===== src/rtl/fabs_pkg.sv =====
`timescale 1ns / 1ps
package fabs_pkg;

  // Store geometry. Both counts are powers of two.
  localparam int MAX_FRAMES  = 64;
  localparam int PAGE_BYTES  = 256;
  localparam int STORE_BYTES = MAX_FRAMES * PAGE_BYTES;

  localparam int FRAME_W  = $clog2(MAX_FRAMES);
  localparam int CNT_W    = $clog2(MAX_FRAMES + 1);
  localparam int PAGE_W   = $clog2(PAGE_BYTES);
  localparam int ADDR_W   = $clog2(STORE_BYTES);
  localparam int DATA_W   = 8;
  localparam int ACT_W    = 3;
  localparam int STATUS_W = 3;
  localparam int CFG_W    = 7;

  // Stream word widths, rounded up to whole bytes.
  localparam int IN_DATA_W  = ((FRAME_W + ADDR_W + DATA_W + 7) / 8) * 8;
  localparam int OUT_DATA_W = ((FRAME_W + DATA_W + 7) / 8) * 8;

  typedef logic [FRAME_W-1:0] frame_t;
  typedef logic [CNT_W-1:0]   count_t;
  typedef logic [ADDR_W-1:0]  addr_t;
  typedef logic [DATA_W-1:0]  byte_t;

  // Frame count after reset.
  localparam count_t RESET_FRAMES = count_t'((MAX_FRAMES < 64) ? MAX_FRAMES : 64);

  typedef enum logic [ACT_W-1:0] {
    ACT_TAKE    = 3'd0,
    ACT_RELEASE = 3'd1,
    ACT_READ    = 3'd2,
    ACT_WRITE   = 3'd3,
    ACT_ZERO    = 3'd4
  } action_e;

  typedef enum logic [STATUS_W-1:0] {
    STAT_OK          = 3'd0,
    STAT_NO_FREE     = 3'd1,
    STAT_BAD_FRAME   = 3'd2,
    STAT_DOUBLE_FREE = 3'd3,
    STAT_BAD_ADDR    = 3'd4
  } status_e;

  typedef enum logic [2:0] {
    S_IDLE,
    S_TAKE,
    S_RELEASE,
    S_READ,
    S_ZERO
  } state_e;

  // Commands from the sequencer to the free list.
  typedef struct packed {
    logic   init;
    logic   take_rd;
    logic   take_wr;
    logic   rel_rd;
    logic   rel_wr;
    frame_t frame;
    count_t frames;
  } fl_cmd_t;

  // Free list status seen by the sequencer.
  typedef struct packed {
    logic   empty;
    frame_t head_frame;
    logic   frame_free;
  } fl_stat_t;

  // Commands from the sequencer to the byte store.
  typedef struct packed {
    logic   rd;
    logic   wr;
    logic   zero;
    addr_t  addr;
    byte_t  wdata;
    frame_t page;
  } st_cmd_t;

  // Queue index that a frame count wraps to.
  function automatic frame_t wrap_count(count_t n);
    frame_t r;
    r = (int'(n) == MAX_FRAMES) ? '0 : FRAME_W'(n);
    return r;
  endfunction

endpackage


===== src/rtl/fabs_free_list.sv =====
`timescale 1ns / 1ps
module fabs_free_list (
  input  logic               clk_i,
  input  logic               rst_ni,
  input  fabs_pkg::fl_cmd_t  cmd_i,
  output fabs_pkg::fl_stat_t stat_o
);
  import fabs_pkg::*;

  frame_t queue_mem [MAX_FRAMES];
  logic   map_mem   [MAX_FRAMES];

  frame_t head_q, head_d;
  frame_t tail_q, tail_d;
  count_t total_q, total_d;
  logic [MAX_FRAMES-1:0] q_written_q, q_written_d;
  logic [MAX_FRAMES-1:0] m_written_q, m_written_d;

  frame_t q_rdata_q;
  logic   q_rwritten_q;
  frame_t q_ridx_q;
  logic   m_rdata_q;
  logic   m_rwritten_q;
  logic   m_rdflt_q;

  function automatic frame_t next_frame(frame_t f);
    frame_t r;
    r = (f == FRAME_W'(MAX_FRAMES - 1)) ? '0 : f + 1'b1;
    return r;
  endfunction

  // Pointer, count and written-mark updates.
  always_comb begin
    head_d      = head_q;
    tail_d      = tail_q;
    total_d     = total_q;
    q_written_d = q_written_q;
    m_written_d = m_written_q;
    if (cmd_i.init) begin
      head_d      = '0;
      tail_d      = wrap_count(cmd_i.frames);
      total_d     = cmd_i.frames;
      q_written_d = '0;
      m_written_d = '0;
    end else if (cmd_i.take_wr) begin
      head_d                   = next_frame(head_q);
      total_d                  = total_q - 1'b1;
      m_written_d[cmd_i.frame] = 1'b1;
    end else if (cmd_i.rel_wr) begin
      tail_d                   = next_frame(tail_q);
      total_d                  = total_q + 1'b1;
      q_written_d[tail_q]      = 1'b1;
      m_written_d[cmd_i.frame] = 1'b1;
    end
  end

  always_ff @(posedge clk_i or negedge rst_ni) begin
    if (!rst_ni) begin
      head_q      <= '0;
      tail_q      <= wrap_count(RESET_FRAMES);
      total_q     <= RESET_FRAMES;
      q_written_q <= '0;
      m_written_q <= '0;
    end else begin
      head_q      <= head_d;
      tail_q      <= tail_d;
      total_q     <= total_d;
      q_written_q <= q_written_d;
      m_written_q <= m_written_d;
    end
  end

  // Queue memory: one write and one registered read per cycle.
  always_ff @(posedge clk_i) begin
    if (cmd_i.rel_wr) begin
      queue_mem[tail_q] <= cmd_i.frame;
    end
    if (cmd_i.take_rd) begin
      q_rdata_q    <= queue_mem[head_q];
      q_rwritten_q <= q_written_q[head_q];
      q_ridx_q     <= head_q;
    end
  end

  // Free bitmap memory.
  always_ff @(posedge clk_i) begin
    if (cmd_i.take_wr || cmd_i.rel_wr) begin
      map_mem[cmd_i.frame] <= cmd_i.rel_wr;
    end
    if (cmd_i.rel_rd) begin
      m_rdata_q    <= map_mem[cmd_i.frame];
      m_rwritten_q <= m_written_q[cmd_i.frame];
      m_rdflt_q    <= ({1'b0, cmd_i.frame} < cmd_i.frames);
    end
  end

  // An entry not written since the last init reads as its initial value.
  assign stat_o.empty      = (total_q == '0);
  assign stat_o.head_frame = q_rwritten_q ? q_rdata_q : q_ridx_q;
  assign stat_o.frame_free = m_rwritten_q ? m_rdata_q : m_rdflt_q;

endmodule


===== config.mk =====
export PLATFORM = sky130hd
export DESIGN_NAME = fabs_free_list
export DESIGN_NICKNAME = d
export VERILOG_FILES = /design/src/rtl/fabs_pkg.sv /design/src/rtl/fabs_free_list.sv
export SDC_FILE = /design/constraint.sdc
export NUM_CORES = 1
export LEC_CHECK = 0
export ABC_AREA = 0
export BUFFER_PORTS_ARGS = -buffer_cell sky130_fd_sc_hd__buf_2
export CORE_MARGIN = 2
export CORE_UTILIZATION = 45
export DETAILED_ROUTE_END_ITERATION = 8
export GPL_TIMING_DRIVEN = 0
export MAX_ROUTING_LAYER = met4
export PLACE_DENSITY = 0.66
export SYNTH_ARGS = -nofsm -noshare
export SYNTH_HDL_FRONTEND = slang
export SYNTH_SLANG_ARGS = --single-unit

===== constraint.sdc =====
create_clock -name clk_i -period 3.1 [get_ports clk_i]
set_input_delay 0.31 -clock clk_i [delete_from_list [all_inputs] [get_ports clk_i]]
set_output_delay 0.31 -clock clk_i [all_outputs]
set_load 0.1 [all_outputs]

==> out/metrics.json <==
{
  "status": {"value": "finished, final reports clean"},
  "setup_repair_after_global_routing_missed_its_margin": {"value": "true"},
  "worstReg2RegEnd": {"value": "q_rdata_q[3]"},
  "maxCapViolCount": {"value": 0},
  "grt_max_degree": {"value": 88},
  "syn_inst": {"value": 1521},
  "ff2ff_setup_slack": {"value": 80, "unit": "ps"},
  "timing.final.setup_violations": {"value": 0},
  "ys_types": {"value": 59},
  "holdPathEnd": {"value": "tail_q[3]"},
  "n_fill_cell": {"value": 4533},
  "cp_data_arrival_time": {"value": 3430, "unit": "ps"},
  "timing.final.hold_violations": {"value": 0},
  "post_drt_via_cell_ratio": {"value": 6.008},
  "synth_most_common_cell": {"value": "sky130_fd_sc_hd__edfxtp_1"},
  "ranking_of_synthesized_cells_by_instance_count": {"value": "sky130_fd_sc_hd__edfxtp_1 (464), sky130_fd_sc_hd__nor2_1 (255), sky130_fd_sc_hd__dfrtp_1 (146), sky130_fd_sc_hd__mux4_2 (134), sky130_fd_sc_hd__a21oi_1 (76)"},
  "worst_slew_margin_rel": {"value": 4.662, "unit": "%"},
  "synth_seq_area_share": {"value": 69.81, "unit": "%"},
  "hold_depth": {"value": 2},
  "tritoncts": {"value": "done"},
  "finish.cell_count_without_fillers": {"value": 2417},
  "syn2layout_area_growth": {"value": 12.27, "unit": "%"},
  "finalCritPeriodShare": {"value": 97.33, "unit": "%"},
  "number_of_antenna_violations_at_the_first_check_in_global_routing": {"value": 0},
  "place.detailed.hpwl": {"value": 41470, "unit": "um"},
  "min_path_type": {"value": "input pin to flop"},
  "cts_made_buffers": {"value": 61},
  "synth_async_sr_flop_share": {"value": 24.06, "unit": "%"},
  "synth-edff-count": {"value": 464},
  "path_max_fanout": {"value": 10},
  "synthesis.nets": {"value": 1554},
  "cts_htree_levels": {"value": 2},
  "grt_usage": {"value": 22.86, "unit": "%"},
  "vdd_ir_drop_max": {"value": 563.8, "unit": "uV"},
  "drt_drc_violations_left": {"value": 0},
  "timing.final.ws_setup": {"value": 82.78, "unit": "ps"},
  "ys.warnings.count": {"value": 0},
  "firstDrtPassIters": {"value": 6},
  "synth.area.top_cells": {"value": "sky130_fd_sc_hd__edfxtp_1 (55%), sky130_fd_sc_hd__dfrtp_1 (14%), sky130_fd_sc_hd__mux4_2 (12%), sky130_fd_sc_hd__nor2_1 (3.8%), sky130_fd_sc_hd__o21a_1 (1.7%)"},
  "drt-total-wl": {"value": 62770, "unit": "um"},
  "cts.reportedPaths.clkPinSlew": {"value": 60, "unit": "ps"},
  "grt_first_pass_wirelength": {"value": 93540, "unit": "um"},
  "clock_insertion_delay_worst_skew": {"value": 640, "unit": "ps"},
  "worst_clock_skew": {"value": 33.87, "unit": "ps"},
  "port_buffers": {"value": 27},
  "grt_remaining_overflow": {"value": 0},
  "placementRows": {"value": 86},
  "yosys_most_used_dff": {"value": "sky130_fd_sc_hd__edfxtp_1"},
  "max_freq": {"value": 0.3314, "unit": "GHz"},
  "cp_required": {"value": 3510, "unit": "ps"},
  "cts_root_buf": {"value": "sky130_fd_sc_hd__clkbuf_16"},
  "die-height": {"value": 240.8, "unit": "um"},
  "place_inst": {"value": 2297},
  "maxSlewViolCount": {"value": 0},
  "post-synth-top-area-fraction": {"value": 55.22, "unit": "%"},
  "boundaryPins": {"value": 28},
  "design.die.area": {"value": 0.05798, "unit": "mm^2"},
  "avgSynthCellArea": {"value": 16.59, "unit": "um^2"},
  "route.vias.total": {"value": 14522},
  "worst-r2r-cell-count": {"value": 8},
  "detailedRoute.firstIterationViolations": {"value": 2029},
  "worstReg2RegStart": {"value": "head_q[2]"},
  "period_needed": {"value": 3017, "unit": "ps"},
  "synth.ff_latch_count": {"value": 611},
  "drive_above_1_share": {"value": 18.39, "unit": "%"},
  "syn-cell-area": {"value": 0.02523, "unit": "mm^2"},
  "finalNetCount": {"value": 1653},
  "antenna-diode-count": {"value": 0},
  "gr_layer_usage_met1": {"value": 32.21, "unit": "%"},
  "final_core_util": {"value": 51.22, "unit": "%"},
  "gr-max-usage-layer": {"value": "met2"},
  "coreArea": {"value": 0.05531, "unit": "mm^2"},
  "global_route.usage.met2": {"value": 33.87, "unit": "%"},
  "placement.setup.worst_slack": {"value": -975.4, "unit": "ps"},
  "wl_per_cell": {"value": 25.97, "unit": "um"},
  "worst_setup_path_start_kind": {"value": "flop"},
  "min_from": {"value": "cmd_i[3]"},
  "grt_pass1_vias": {"value": 14508},
  "globalRouteMet3Util": {"value": 4.770, "unit": "%"},
  "post-cts-setup-buffers": {"value": 0},
  "tritoncts_num_sinks": {"value": 611},
  "p_leak": {"value": 9.920, "unit": "nW"},
  "worstMarginPinSlew": {"value": 1419, "unit": "ps"},
  "power.density": {"value": 612.1, "unit": "mW/mm^2"},
  "final_antenna_net_count": {"value": 0},
  "worst_setup_path_end_kind": {"value": "flop"},
  "start_util": {"value": 45.62, "unit": "%"},
  "netlist.top_cell.by_area": {"value": "sky130_fd_sc_hd__edfxtp_1"},
  "finalWeightedCongestion": {"value": 0.9473},
  "chipWidth": {"value": 240.8, "unit": "um"},
  "cts_buffer_depth": {"value": 3},
  "criticalPathCategory": {"value": "flop to flop"}
}
-- worst max-delay path, stage by stage, from the launching register on --
cell and delay [ps]:
sky130_fd_sc_hd__dfrtp_1 430, sky130_fd_sc_hd__buf_2 250, sky130_fd_sc_hd__inv_2 240, sky130_fd_sc_hd__buf_2 450
sky130_fd_sc_hd__buf_4 350, sky130_fd_sc_hd__mux2i_1 150, sky130_fd_sc_hd__o21ai_1 300, sky130_fd_sc_hd__o21ai_0 250
sky130_fd_sc_hd__a21oi_1 350
-- registers in the layout, summed over array words and instances, names as in the netlist --
register and cells:
queue_mem 384, head_q 6, m_rwritten_q 1, m_written_q 64
tail_q 6, q_rdata_q 6, q_written_q 64, total_q 7
q_rwritten_q 1, m_rdata_q 1, map_mem 64, m_rdflt_q 1
q_ridx_q 6
-- layer usage --
metal	vias to the layer above	part of all wire (%)
li1	6133	-
met1	7513	42
met2	737	46
met3	139	9.6
met4	0	2.9
met5	-	0
-- metrics by stage --
step           instance area [um^2]  hold WS [ps]  total power (W)  TNS, ps
6_report                      28330         71.44          0.01734        0
5_1_grt                       28330         75.67          0.01783   -5.646
3_3_place_gp                  26310         465.4          0.01045  -191080
3_5_place_dp                  26340         443.0          0.01049  -152530
4_1_cts                       28300         38.93          0.01740        0
2_1_floorplan                 25240         14.41         0.009952        0
-- report_power, final --
group	total (W)	switching, W	internal, W
combinational	0.00136	0.000903	0.000454
clock	0.00700	0.00306	0.00394
sequential	0.00899	0.0000499	0.00894
-- repair_timing --
item,CTS,global route
hold buffers,8,0
hold endpoints to repair,99,0
gates resized for setup,7,21
endpoints found under the setup margin,26,25
-- logic make-up (layout without fill, tap and decap cells) --
| kind of cell | after synthesis | count (layout) | share of synthesized area (%) |
|---|---|---|---|
| multiplexers | 194 | 194 | 15.34 |
| AND/OR/NAND/NOR | 385 | 385 | 6.640 |
| AO/OA/AOI/OAI | 211 | 211 | 5.380 |
| buffers and inverters | 99 | 247 | 1.879 |
| adder cells (fa/ha/maj) | 13 | 13 | 0.6744 |
| XOR/XNOR | 8 | 8 | 0.2777 |
| flip-flops | 611 | 611 | 69.81 |
-- cell type report --
type | instances | area [um^2] | area share [%]
Sequential cell | 611 | 17610 | 62.17
Multi-Input combinational cell | 811 | 7167 | 25.30
Clock buffer | 84 | 1643 | 5.799
Tap cell | 748 | 935.9 | 3.304
Buffer | 87 | 446.7 | 1.577
Timing Repair Buffer | 36 | 256.5 | 0.9054
Clock inverter | 28 | 221.5 | 0.7818
Inverter | 12 | 45.04 | 0.1590
-- layout by cell type, fill, tap and decap left out, drive strengths merged, types with 26 or more instances in the layout --
master	synthesis	routed
nor2	255	255
mux2i	38	38
mux4	149	149
a21oi	76	76
nand2	36	36
clkbuf	48	134
clkinv	3	26
o21a	56	56
dfrtp	146	146
buf	39	65
edfxtp	464	464
-- how the worst max path moves through the flow --
stage	from	end	slack, ps
2_1_floorplan	total_q[3]	stat_o[7]	250
3_3_place_gp	cmd_i[9]	m_rdata_q	-970
3_5_place_dp	cmd_i[9]	m_rdata_q	-980
4_1_cts	head_q[1]	q_rdata_q[3]	30
5_1_grt	cmd_i[13]	queue_mem[0][3]	-2
6_report	head_q[2]	q_rdata_q[3]	80
(Power assumes the default switching activity.)
